## src/hdl/pmx_pkg.sv

```systemverilog
// Shared constants, types and helpers for the PMX crossover block.
// No dependencies; compile first.
`timescale 1ns / 1ps
`default_nettype none

package pmx_pkg;

  localparam int MAX_LEN  = 64;
  localparam int IDX_W    = (MAX_LEN > 2) ? $clog2(MAX_LEN) : 1;
  localparam int CNT_W    = $clog2(MAX_LEN + 1);
  localparam int LABEL_W  = 6;
  localparam int STATUS_W = 2;
  localparam int CMP_W    = (LABEL_W > CNT_W) ? LABEL_W : CNT_W;

  typedef logic [IDX_W-1:0]    idx_t;
  typedef logic [CNT_W-1:0]    cnt_t;
  typedef logic [LABEL_W-1:0]  lbl_t;
  typedef logic [STATUS_W-1:0] status_t;

  localparam status_t ST_OK       = 2'd0;
  localparam status_t ST_BAD_CUT  = 2'd1;
  localparam status_t ST_NOT_PERM = 2'd2;

  // Requests into the memory bank: one write and one read port per store.
  typedef struct packed {
    logic ab_we;
    idx_t ab_waddr;
    lbl_t a_wdata;
    lbl_t b_wdata;
    idx_t ab_raddr;
    logic pa_we;
    idx_t pa_waddr;
    idx_t pa_wdata;
    idx_t pa_raddr;
    logic pb_we;
    idx_t pb_waddr;
    idx_t pb_wdata;
    idx_t pb_raddr;
    logic ch_we;
    idx_t ch_waddr;
    lbl_t ch_wdata;
    idx_t ch_raddr;
  } mem_req_t;

  // Registered read data, valid in the cycle after the address.
  typedef struct packed {
    lbl_t a;
    lbl_t b;
    idx_t pa;
    idx_t pb;
    lbl_t ch;
  } mem_rsp_t;

  function automatic idx_t lbl2idx(input lbl_t lbl);
    return idx_t'(lbl);
  endfunction

  function automatic logic lbl_ge_len(input lbl_t lbl, input cnt_t len);
    return CMP_W'(lbl) >= CMP_W'(len);
  endfunction

  function automatic logic in_seg(input idx_t p, input idx_t lo, input idx_t hi);
    return (p >= lo) && (p <= hi);
  endfunction

endpackage

`default_nettype wire

```

## src/hdl/pmx_channels.sv

```systemverilog
// Valid/ready channel interfaces: parent pairs in, child words out.
// Depends on pmx_pkg.
`timescale 1ns / 1ps
`default_nettype none

interface pmx_pair_if;
  import pmx_pkg::*;
  logic valid;
  logic ready;
  lbl_t elem_a;
  lbl_t elem_b;
  lbl_t cut_first;
  lbl_t cut_last;
  logic last;

  modport source (output valid, elem_a, elem_b, cut_first, cut_last, last, input ready);
  modport sink   (input valid, elem_a, elem_b, cut_first, cut_last, last, output ready);
endinterface

interface pmx_child_if;
  import pmx_pkg::*;
  logic    valid;
  logic    ready;
  lbl_t    child_elem;
  lbl_t    child_pos;
  status_t status;
  logic    end_of_child;

  modport source (output valid, child_elem, child_pos, status, end_of_child, input ready);
  modport sink   (input valid, child_elem, child_pos, status, end_of_child, output ready);
endinterface

`default_nettype wire

```

## src/hdl/pmx_mem_bank.sv

```systemverilog
// Memory bank: parents by position, label positions, child by position.
// Depends on pmx_pkg. All reads are registered.
`timescale 1ns / 1ps
`default_nettype none

module pmx_mem_bank (
  input  wire pmx_pkg::mem_req_t req,
  input  wire                    clk,
  output pmx_pkg::mem_rsp_t      rsp
);
  import pmx_pkg::*;

  lbl_t mem_a  [MAX_LEN];
  lbl_t mem_b  [MAX_LEN];
  idx_t mem_pa [MAX_LEN];
  idx_t mem_pb [MAX_LEN];
  lbl_t mem_ch [MAX_LEN];

  // Read data of an entry written in the same cycle is never used, so no bypass.
  always_ff @(posedge clk) begin
    if (req.ab_we) begin
      mem_a[req.ab_waddr] <= req.a_wdata;
      mem_b[req.ab_waddr] <= req.b_wdata;
    end
    if (req.pa_we) begin
      mem_pa[req.pa_waddr] <= req.pa_wdata;
    end
    if (req.pb_we) begin
      mem_pb[req.pb_waddr] <= req.pb_wdata;
    end
    if (req.ch_we) begin
      mem_ch[req.ch_waddr] <= req.ch_wdata;
    end
    rsp.a  <= mem_a[req.ab_raddr];
    rsp.b  <= mem_b[req.ab_raddr];
    rsp.pa <= mem_pa[req.pa_raddr];
    rsp.pb <= mem_pb[req.pb_raddr];
    rsp.ch <= mem_ch[req.ch_raddr];
  end

endmodule

`default_nettype wire

```

## src/hdl/pmx_permutation_crossover_top.sv

```systemverilog
// Top level of the partially mapped crossover (PMX) block: sequencer,
// per-job mark vectors and output register. Depends on pmx_pkg,
// pmx_channels and pmx_mem_bank.
//
//   channel | dir | fields                                        | word
//   --------+-----+-----------------------------------------------+------------------
//   pairs   | in  | elem_a, elem_b, cut_first, cut_last, last     | one parent pair
//   child   | out | child_elem, child_pos, status, end_of_child   | one child label
//
// Steps: pairs load one word per cycle while pairs.ready is high. The last
//   word starts the job: a permutation check per position (read, evaluate),
//   then per segment position a read, evaluate and map step plus a walk step
//   for each extra mapping hop, then per child word a memory read, then the
//   output register. Error jobs go to the error state after the failing check
//   or the last pair, then load their single word.
// pairs.ready is low from the last pair until the final word of the job is
//   in the output register; each memory gives one read per cycle and the
//   sequencer waits on every read, which sets this pace.
// Reset (rst, synchronous) clears control state and the mark vectors;
//   there is no clearing pass. A stall on child holds the sequencer only
//   in the emit and error states.
`timescale 1ns / 1ps
`default_nettype none

module pmx_permutation_crossover_top (
  input wire          clk,
  input wire          rst,
  pmx_pair_if.sink    pairs,
  pmx_child_if.source child
);
  import pmx_pkg::*;

  localparam logic [3:0] S_LOAD    = 4'd0;
  localparam logic [3:0] S_CHK_RD  = 4'd1;
  localparam logic [3:0] S_CHK_EV  = 4'd2;
  localparam logic [3:0] S_SEG_RD  = 4'd3;
  localparam logic [3:0] S_SEG_EV  = 4'd4;
  localparam logic [3:0] S_SEG_MAP = 4'd5;
  localparam logic [3:0] S_WALK_A  = 4'd6;
  localparam logic [3:0] S_WALK_B  = 4'd7;
  localparam logic [3:0] S_WALK_C  = 4'd8;
  localparam logic [3:0] S_EMIT_RD = 4'd9;
  localparam logic [3:0] S_EMIT_WR = 4'd10;
  localparam logic [3:0] S_ERR     = 4'd11;

  logic [3:0] state, state_next;
  cnt_t       load_count, load_count_next;
  cnt_t       len, len_next;
  idx_t       lo, lo_next, hi, hi_next;
  idx_t       i, i_next;          // position cursor: check, segment, emit
  idx_t       now, now_next;      // mapping walk position
  lbl_t       bi, bi_next;        // parent B label being placed
  status_t    err_code, err_next;

  // Per-job marks: labels seen in A, labels seen in B, child positions placed.
  logic [MAX_LEN-1:0] seen_a, seen_a_next;
  logic [MAX_LEN-1:0] seen_b, seen_b_next;
  logic [MAX_LEN-1:0] placed, placed_next;

  logic    out_valid;
  lbl_t    out_elem, out_elem_next;
  lbl_t    out_pos, out_pos_next;
  status_t out_status, out_status_next;
  logic    out_end, out_end_next;
  logic    out_load;
  logic    out_free;

  mem_req_t req;
  mem_rsp_t rsp;

  logic in_acc;
  cnt_t len_new;
  lbl_t cut_lo, cut_hi;
  logic last_pos;

  pmx_mem_bank u_mem (
    .clk (clk),
    .req (req),
    .rsp (rsp)
  );

  assign pairs.ready = (state == S_LOAD);
  assign in_acc      = pairs.valid && pairs.ready;
  assign out_free    = !out_valid || child.ready;

  // Count saturates at MAX_LEN; extra pairs are dropped.
  assign len_new  = (load_count < CNT_W'(MAX_LEN)) ? load_count + CNT_W'(1) : load_count;
  assign cut_lo   = (pairs.cut_first > pairs.cut_last) ? pairs.cut_last : pairs.cut_first;
  assign cut_hi   = (pairs.cut_first > pairs.cut_last) ? pairs.cut_first : pairs.cut_last;
  assign last_pos = (CNT_W'(i) == len - CNT_W'(1));

  always_comb begin
    state_next      = state;
    load_count_next = load_count;
    len_next        = len;
    lo_next         = lo;
    hi_next         = hi;
    i_next          = i;
    now_next        = now;
    bi_next         = bi;
    err_next        = err_code;
    seen_a_next     = seen_a;
    seen_b_next     = seen_b;
    placed_next     = placed;
    out_load        = 1'b0;
    out_elem_next   = out_elem;
    out_pos_next    = out_pos;
    out_status_next = out_status;
    out_end_next    = out_end;

    req          = '0;
    req.ab_waddr = load_count[IDX_W-1:0];
    req.a_wdata  = pairs.elem_a;
    req.b_wdata  = pairs.elem_b;
    req.ab_raddr = (state == S_WALK_A) ? now : i;
    req.pa_raddr = lbl2idx(rsp.b);   // position in A of B's label
    req.pb_raddr = lbl2idx(rsp.a);   // position in B of A's label
    req.ch_raddr = i;
    req.pa_waddr = lbl2idx(rsp.a);
    req.pa_wdata = i;
    req.pb_waddr = lbl2idx(rsp.b);
    req.pb_wdata = i;
    req.ch_waddr = i;
    req.ch_wdata = rsp.a;

    unique case (state)
      S_LOAD: begin
        if (in_acc) begin
          req.ab_we       = (load_count < CNT_W'(MAX_LEN));
          load_count_next = len_new;
          if (pairs.last) begin
            load_count_next = '0;
            len_next        = len_new;
            lo_next         = idx_t'(cut_lo);
            hi_next         = idx_t'(cut_hi);
            i_next          = '0;
            if (lbl_ge_len(cut_hi, len_new)) begin
              err_next   = ST_BAD_CUT;
              state_next = S_ERR;
            end else begin
              state_next = S_CHK_RD;
            end
          end
        end
      end

      S_CHK_RD: begin
        state_next = S_CHK_EV;
      end

      S_CHK_EV: begin
        if (lbl_ge_len(rsp.a, len) || lbl_ge_len(rsp.b, len) ||
            seen_a[lbl2idx(rsp.a)] || seen_b[lbl2idx(rsp.b)]) begin
          err_next   = ST_NOT_PERM;
          state_next = S_ERR;
        end else begin
          seen_a_next[lbl2idx(rsp.a)] = 1'b1;
          seen_b_next[lbl2idx(rsp.b)] = 1'b1;
          req.pa_we = 1'b1;
          req.pb_we = 1'b1;
          if (last_pos) begin
            i_next     = lo;
            state_next = S_SEG_RD;
          end else begin
            i_next     = i + IDX_W'(1);
            state_next = S_CHK_RD;
          end
        end
      end

      S_SEG_RD: begin
        state_next = S_SEG_EV;
      end

      // Child takes A's label inside the segment; launch both map lookups.
      S_SEG_EV: begin
        req.ch_we      = 1'b1;
        placed_next[i] = 1'b1;
        bi_next        = rsp.b;
        state_next     = S_SEG_MAP;
      end

      S_SEG_MAP: begin
        if (!in_seg(rsp.pa, lo, hi)) begin
          now_next = rsp.pb;
          if (in_seg(rsp.pb, lo, hi)) begin
            state_next = S_WALK_A;
          end else begin
            req.ch_we            = 1'b1;
            req.ch_waddr         = rsp.pb;
            req.ch_wdata         = bi;
            placed_next[rsp.pb]  = 1'b1;
          end
        end
        if (state_next != S_WALK_A) begin
          if (i == hi) begin
            i_next     = '0;
            state_next = S_EMIT_RD;
          end else begin
            i_next     = i + IDX_W'(1);
            state_next = S_SEG_RD;
          end
        end
      end

      S_WALK_A: begin
        state_next = S_WALK_B;
      end

      S_WALK_B: begin
        state_next = S_WALK_C;
      end

      S_WALK_C: begin
        now_next = rsp.pb;
        if (in_seg(rsp.pb, lo, hi)) begin
          state_next = S_WALK_A;
        end else begin
          req.ch_we           = 1'b1;
          req.ch_waddr        = rsp.pb;
          req.ch_wdata        = bi;
          placed_next[rsp.pb] = 1'b1;
          if (i == hi) begin
            i_next     = '0;
            state_next = S_EMIT_RD;
          end else begin
            i_next     = i + IDX_W'(1);
            state_next = S_SEG_RD;
          end
        end
      end

      S_EMIT_RD: begin
        state_next = S_EMIT_WR;
      end

      // Unplaced positions fall back to parent B's label.
      S_EMIT_WR: begin
        if (out_free) begin
          out_load        = 1'b1;
          out_elem_next   = placed[i] ? rsp.ch : rsp.b;
          out_pos_next    = lbl_t'(i);
          out_status_next = ST_OK;
          out_end_next    = last_pos;
          if (last_pos) begin
            seen_a_next = '0;
            seen_b_next = '0;
            placed_next = '0;
            state_next  = S_LOAD;
          end else begin
            i_next     = i + IDX_W'(1);
            state_next = S_EMIT_RD;
          end
        end
      end

      S_ERR: begin
        if (out_free) begin
          out_load        = 1'b1;
          out_elem_next   = '0;
          out_pos_next    = '0;
          out_status_next = err_code;
          out_end_next    = 1'b1;
          seen_a_next     = '0;
          seen_b_next     = '0;
          placed_next     = '0;
          state_next      = S_LOAD;
        end
      end

      default: begin
        state_next = S_LOAD;
      end
    endcase
  end

  always_ff @(posedge clk) begin
    if (rst) begin
      state      <= S_LOAD;
      load_count <= '0;
      seen_a     <= '0;
      seen_b     <= '0;
      placed     <= '0;
      out_valid  <= 1'b0;
    end else begin
      state      <= state_next;
      load_count <= load_count_next;
      seen_a     <= seen_a_next;
      seen_b     <= seen_b_next;
      placed     <= placed_next;
      if (out_load) begin
        out_valid <= 1'b1;
      end else if (child.ready) begin
        out_valid <= 1'b0;
      end
    end
  end

  always_ff @(posedge clk) begin
    len        <= len_next;
    lo         <= lo_next;
    hi         <= hi_next;
    i          <= i_next;
    now        <= now_next;
    bi         <= bi_next;
    err_code   <= err_next;
    out_elem   <= out_elem_next;
    out_pos    <= out_pos_next;
    out_status <= out_status_next;
    out_end    <= out_end_next;
  end

  assign child.valid        = out_valid;
  assign child.child_elem   = out_elem;
  assign child.child_pos    = out_pos;
  assign child.status       = out_status;
  assign child.end_of_child = out_end;

endmodule

`default_nettype wire

```

## src/flat_wrapper.sv

```systemverilog
// flat-port wrapper written by rule: the top's interface ports become plain ports
module pmx_permutation_crossover_top_flat import pmx_pkg::*;
  (clk, rst, pairs_valid, pairs_elem_a, pairs_elem_b, pairs_cut_first, pairs_cut_last, pairs_last, pairs_ready, child_valid, child_child_elem, child_child_pos, child_status, child_end_of_child, child_ready);
  pmx_pair_if pairs_i ();
  pmx_child_if child_i ();
  input wire clk;
  input wire rst;
  input wire logic [$bits(pairs_i.valid)-1:0] pairs_valid;
  input wire logic [$bits(pairs_i.elem_a)-1:0] pairs_elem_a;
  input wire logic [$bits(pairs_i.elem_b)-1:0] pairs_elem_b;
  input wire logic [$bits(pairs_i.cut_first)-1:0] pairs_cut_first;
  input wire logic [$bits(pairs_i.cut_last)-1:0] pairs_cut_last;
  input wire logic [$bits(pairs_i.last)-1:0] pairs_last;
  output wire logic [$bits(pairs_i.ready)-1:0] pairs_ready;
  output wire logic [$bits(child_i.valid)-1:0] child_valid;
  output wire logic [$bits(child_i.child_elem)-1:0] child_child_elem;
  output wire logic [$bits(child_i.child_pos)-1:0] child_child_pos;
  output wire logic [$bits(child_i.status)-1:0] child_status;
  output wire logic [$bits(child_i.end_of_child)-1:0] child_end_of_child;
  input wire logic [$bits(child_i.ready)-1:0] child_ready;
  assign pairs_i.valid = pairs_valid;
  assign pairs_i.elem_a = pairs_elem_a;
  assign pairs_i.elem_b = pairs_elem_b;
  assign pairs_i.cut_first = pairs_cut_first;
  assign pairs_i.cut_last = pairs_cut_last;
  assign pairs_i.last = pairs_last;
  assign pairs_ready = pairs_i.ready;
  assign child_valid = child_i.valid;
  assign child_child_elem = child_i.child_elem;
  assign child_child_pos = child_i.child_pos;
  assign child_status = child_i.status;
  assign child_end_of_child = child_i.end_of_child;
  assign child_i.ready = child_ready;
  pmx_permutation_crossover_top u_core (.clk(clk), .rst(rst), .pairs(pairs_i), .child(child_i));
endmodule
```

## config.mk

```make
export PLATFORM = sky130hd
export DESIGN_NAME = pmx_permutation_crossover_top_flat
export DESIGN_NICKNAME = d
export VERILOG_FILES = /design/src/hdl/pmx_pkg.sv /design/src/hdl/pmx_channels.sv /design/src/hdl/pmx_mem_bank.sv /design/src/hdl/pmx_permutation_crossover_top.sv /design/src/flat_wrapper.sv
export SDC_FILE = /design/constraint.sdc
export NUM_CORES = 2
export LEC_CHECK = 0
export BUFFER_PORTS_ARGS = -buffer_cell sky130_fd_sc_hd__buf_2
export CELL_PAD_IN_SITES_DETAIL_PLACEMENT = 0
export CELL_PAD_IN_SITES_GLOBAL_PLACEMENT = 2
export CORE_MARGIN = 10
export CORE_UTILIZATION = 47
export DETAILED_ROUTE_END_ITERATION = 6
export PLACE_DENSITY_LB_ADDON = 0.1
export SLEW_MARGIN = 20
export SYNTH_ARGS = -nofsm -noshare
export SYNTH_HDL_FRONTEND = slang
export SYNTH_SLANG_ARGS = --single-unit
```

## constraint.sdc

```tcl
create_clock -name clk -period 6.55 [get_ports clk]
set_clock_uncertainty 0.05 [all_clocks]
set_input_delay 1.31 -clock clk [delete_from_list [all_inputs] [get_ports clk]]
set_output_delay 1.31 -clock clk [all_outputs]
set_load 0.005 [all_outputs]
```

======== Word level (Yosys, flattened, before mapping) ========
Memories as Yosys holds them, arrays and structs flattened. A register that Yosys moved wholly into a read port is not among the register bits.
Cells that the tools add are included.
word-level totals
  RAM bits ................................ 1920
  register bits after elaboration ......... 258
  memories kept ........................... 5
memory list
  name                 depth  width  rd ports  clocked after memory_dff  wr ports  line                text
  u_core.u_mem.mem_a   64     6      1         1                         1         pmx_mem_bank.sv:13  lbl_t mem_a [MAX_LEN];
  u_core.u_mem.mem_b   64     6      1         1                         1         pmx_mem_bank.sv:14  lbl_t mem_b [MAX_LEN];
  u_core.u_mem.mem_ch  64     6      1         1                         1         pmx_mem_bank.sv:17  lbl_t mem_ch [MAX_LEN];
  u_core.u_mem.mem_pa  64     6      1         1                         1         pmx_mem_bank.sv:15  idx_t mem_pa [MAX_LEN];
  u_core.u_mem.mem_pb  64     6      1         1                         1         pmx_mem_bank.sv:16  idx_t mem_pb [MAX_LEN];
operators by class
  bitwise gates (word level) .............. 4
  magnitude comparators ................... 17
  multiplexer cells ....................... 91
  add/sub/neg operators ................... 3
  equality and inequality tests ........... 26
  reductions and logical operators ........ 30
operator list
  operator                                                                      count
  64-bit two-way mux                                                            7
  64-bit case mux with 3 select lines                                           2
  64-bit case mux with 5 select lines                                           1
  64-bit bitwise OR                                                             4
  6-bit two-way mux                                                             17
  4-bit two-way mux                                                             13
  4-bit case mux with 12 select lines                                           1
  6-bit case mux with 2 select lines                                            3
  6-bit case mux with 5 select lines                                            1
  6-bit by 7-bit less-than comparator with 1-bit output, second input constant  4
  13-bit two-way mux                                                            2
  1-bit demux with 6-bit select                                                 4
  6-bit by 1-bit >= comparator with 1-bit output, second input constant         4
  12-bit case mux with 2 select lines                                           1
  1-bit two-way mux                                                             23
  6-bit by 7-bit >= comparator with 1-bit output                                3
  1-bit binary-select mux with 6-bit select                                     3
  4-bit by 3-bit == test with 1-bit output, second input constant               4
  4-bit == test, second input constant                                          4
  5-bit AND reduction                                                           3
  2-bit two-way mux                                                             7
  7-bit two-way mux                                                             2
  2-bit inequality test, second input constant                                  7
  6-bit >= comparator                                                           2
  27 further kinds                                                              49

======== Longest topological paths before layout ========
  word-level depth ........................ 8
  mapped depth ............................ 18
  depth with buffers taken out ............ 17

======== By module ========
From an unflattened synthesis, not the netlist that was laid out.
second synthesis, totals
  cell total of the unflattened synthesis .. 5057
  area total of the unflattened synthesis .. 89693.5 um^2
modules (own cells, without submodules)
  module                         cells each  area an instance (um^2)  times used
  pmx_mem_bank                   3528        75448.6                  1
  pmx_permutation_crossover_top  1529        14244.9                  1

======== Worst setup path before layout ========
OpenSTA, ideal clock, no wires.
  kind .................................... register to register
  from .................................... register u_core.hi[1]
  to ...................................... memory u_core.u_mem.mem_ch[0][0] (netlist name), data pin
  period minus slack after synthesis ...... 5.262 ns
  stages on the path, launching flop included .. 11
  data arrival time ....................... 4.510 ns
  slack ................................... 1.288 ns
  cell sequence ........................... edfxtp_1 inv_1 ha_1 nor2b_1 o211ai_1 nand3_1 a21o_1 a21oi_1 clkbuf_1 nor2_1 o21ai_0
RTL lines
  what                      line                                  text
  start: declaration        pmx_permutation_crossover_top.sv:49   idx_t lo, lo_next, hi, hi_next;
  start signal: assignment  pmx_permutation_crossover_top.sv:302  hi <= hi_next;
  end: declaration          pmx_mem_bank.sv:17

======== Final worst setup path ========
  from .................................... register u_core.u_mem.rsp[18] (netlist name)
  to ...................................... memory u_core.u_mem.mem_pa[57][3] (netlist name) (enable)
between the ends
  word-level cells in the longest chain between the ends .. 8
  elaborated cells between the ends (all ways) .. 10
  classes of those cells .................. 1 x order compare; 6 x mux; 3 x reduce/logical
ends and longest elaborated chain
  what                                                                                               line                                  text
  parallel branches: the longest is 3 deep, another holds 1-bit binary-select mux with 6-bit select  -
  1-bit logical OR *                                                                                 pmx_permutation_crossover_top.sv:153  seen_a[lbl2idx(rsp.a)] || seen_b[lbl2idx(rsp.b)]) begin
  1-bit two-way mux *                                                                                pmx_permutation_crossover_top.sv:152  if (lbl_ge_len(rsp.a, len) || lbl_ge_len(rsp.b, len) ||
  1-bit two-way mux *                                                                                pmx_permutation_crossover_top.sv:126  unique case (state)
  1-bit two-way mux *                                                                                pmx_mem_bank.sv:25                    if (req.pa_we) begin
  1-bit two-way mux (implied by the code) *                                                          pmx_mem_bank.sv:26                    mem_pa[req.pa_waddr] <= req.pa_wdata;
  end: declaration                                                                                   pmx_mem_bank.sv:15
Mark *: on every way between the ends. The select of a mux whose other input is x is not followed.

==> run metrics <==
Most used DFF post-synth edfxtp_1; RSZ-0062 raised after global routing false; commonest non-fill, non-tap cell in the layout edfxtp_1; Final ANT Viol Nets 0; CTS root buf clkbuf_16; DR pass1 iterations 6; Filler Cells Inserted 15400; I/O Pins 46; CP max FO 66; total power 0.0441 W; DIE AREA 204000 sq um; synthesized flop and latch total 2208; HPWL after DPL 165 mm; met3 WL 19.0 mm; Tcrit/Tclk final 0.775; Worst-Margin Slew 1.08 ns; setup bufs post-CTS 0; Placement Rows 158; die extent in y 452 um; Layout Nets 6288; Mapped Nets 6161; total global-route track usage 0.260; Startpoint Class flop; Final setup viols 0; global-route wire length before repair 393 mm; sequential cell area fraction in the yosys report 0.730; area of the multi-input gates 21900 sq um; crit path cell chain mux4_2 > mux2i_1 > o22a_1 > o211ai_1 > or4_1 > or4_4 > buf_12 > nor3_1; Setup CP Type reg2reg; drt wl/cell 30.8 um; vias in the first global route 54000; Post-synth EDFFs 1974; die width 452 um; vias post-DR 55400; GPL Wtd Cong 0.831; TNS Setup 0 ns; element type at the critical path end flop; TritonCTS clock tree built; sequential cell area 64000 sq um; Worst Hold Class reg2reg; Finished Core Util 0.536; Syn Inst Count 6081; DR iter-0 viols 6022; Yosys cell types 69; CP Data Arrival Time 5.51 ns; Worst-Skew Late Latency 0.87 ns; leakage 32.2 nW; Num CTS Buffers 226; max cap viols 0; fmax 0.197 GHz; Gates resized, CTS repair 0; total power divided by cell area 444 nW/um^2; Slowest cell on crit path or4_4; pin count of the biggest net entering global routing 140; CP Data Required Time 6.99 ns; Initial Util 0.472; cell area after layout 99500 sq um; cts hold-fix bufs 0; Post-synth ARST share 0; peak supply drop 0.319 mV; WL met1 115 mm; Max Transition Viols Final 0; minimum clock period 5.08 ns; DR vias/cell 6.24; H-tree levels 4; outcome finished, final reports clean; routed length on met2 131 mm; Slew HR 0.276; Longest Clk Path Bufs 3; total grt overflow 0; PortBufs 45; crit-path max cell delay 0.81 ns; Final Hold Viols 0; Clk pin slew, worst setup/hold paths 0.06 ns; placed cell areas 91900 sq um; layout cells sized above 1 0.147; Synth Warn # 0; Syn Area/Cell 14.4 sq um; Syn-to-layout area delta 13.6%; total core area 185000 sq um; drt total wl 273 mm; Post-Synthesis Cell Area 87600 sq um; uppermost layer routed met5; most frequent cells in the layout edfxtp_1 (1974), nand2_1 (877), a22oi_1 (486), buf_4 (309), nand3_1 (255); initial antenna violation count 10; drt drc 0; # clock sinks 2208
==> cells in the mapped netlist, types with 51 or more instances <==
library cell  number  area share
clkbuf_1         357       0.015
a31oi_1          223       0.016
o22ai_1           63      0.0045
nor3_1           159      0.0091
mux2i_1           87      0.0099
nor2_1           205      0.0088
nand3_1          255       0.015
a21oi_1           55      0.0031
ha_1              51      0.0073
a22o_1            78      0.0078
a211oi_1          68      0.0058
dfxtp_1          234       0.053
a22oi_1          486       0.042
nand4_1          136      0.0097
a221oi_1          80      0.0080
buf_1             60      0.0026
edfxtp_1        1974        0.68
o41ai_2          112       0.021
nand2_1          877       0.038
==> worst paths after layout <==
check                                             endpoint  slack, ns            startpoint  cells past startpoint
worst max register to register  u_core.u_mem.mem_pa[57][3]       1.47  u_core.u_mem.rsp[18]                      8
worst min-delay path                     u_core.seen_b[19]       0.40     u_core.seen_b[19]                      2
worst min register to register           u_core.seen_b[19]       0.40     u_core.seen_b[19]                      2
worst max-delay path            u_core.u_mem.mem_pa[57][3]       1.47  u_core.u_mem.rsp[18]                      8
==> critical path, delay by kind of cell, from the launching register on <==
family / cells / cell delay (ns)
simple gates: 3 / 2.13
mux: 2 / 0.81
flops: 1 / 0.74
compound gates: 2 / 0.41
buf+inv: 1 / 0.39
==> report_power, final <==
part / switching, W / internal, W / total [W]
clock: 0.00545 / 0.00763 / 0.0131
combinational: 0.0103 / 0.00325 / 0.0136
sequential: 0.000510 / 0.0170 / 0.0175
total: 0.0163 / 0.0279 / 0.0441
==> registers in the layout (all words and copies together) (netlist names), 2 cells and up <==
name / flops
u_core.u_mem.mem_a: 384
u_core.u_mem.mem_b: 384
u_core.u_mem.mem_ch: 384
u_core.u_mem.mem_pa: 384
u_core.u_mem.mem_pb: 384
u_core.placed: 64
u_core.seen_a: 64
u_core.seen_b: 64
u_core.u_mem.rsp: 30
u_core.len: 7
u_core.load_count: 7
u_core.bi: 6
u_core.child.child_elem: 6
u_core.child.child_pos: 6
u_core.hi: 6
u_core.i: 6
u_core.lo: 6
u_core.now: 6
u_core.state: 4
u_core.child.status: 2
u_core.err_code: 2
==> stage by stage <==
| stage | worst slack, ns | hold WS [ns] | std cells |
|---|---|---|---|
| 5_1_grt | 1.28 | 0.419 | 8882 |
| 3_3_place_gp | 1.34 | 0.381 | 8459 |
| 4_1_cts | 1.43 | 0.404 | 8879 |
| 3_5_place_dp | 1.39 | 0.385 | 8460 |
| 2_1_floorplan | 1.29 | 0.353 | 6081 |
| 6_report | 1.47 | 0.401 | 8884 |
==> layer usage <==
| layer | GRT usage | vias up |
|---|---|---|
| met2 | 0.418 | 2254 |
| met5 | 0 | - |
| met4 | 0.0806 | 10 |
| met1 | 0.362 | 28400 |
| li1 | - | 24300 |
| met3 | 0.0430 | 456 |
==> layout make-up <==
class,instances,share of cell area
Clock buffer,287,0.0607
Sequential cell,2208,0.643
Antenna cell,5,0.000126
Inverter,41,0.00155
Clock inverter,132,0.0146
Tap cell,2480,0.0312
Multi-Input combinational cell,3365,0.221
Timing Repair Buffer,366,0.0280
==> kinds of logic after synthesis <==
logic type,count (synthesis),synth area share
flip-flops,2208,0.730
adder cells (fa/ha/maj),51,0.00729
multiplexers,129,0.0177
AND/OR/NAND/NOR,1804,0.0936
AO/OA/AOI/OAI,1359,0.125
XOR/XNOR,22,0.00220
buffers and inverters,508,0.0236
(Power assumes the default switching activity.)
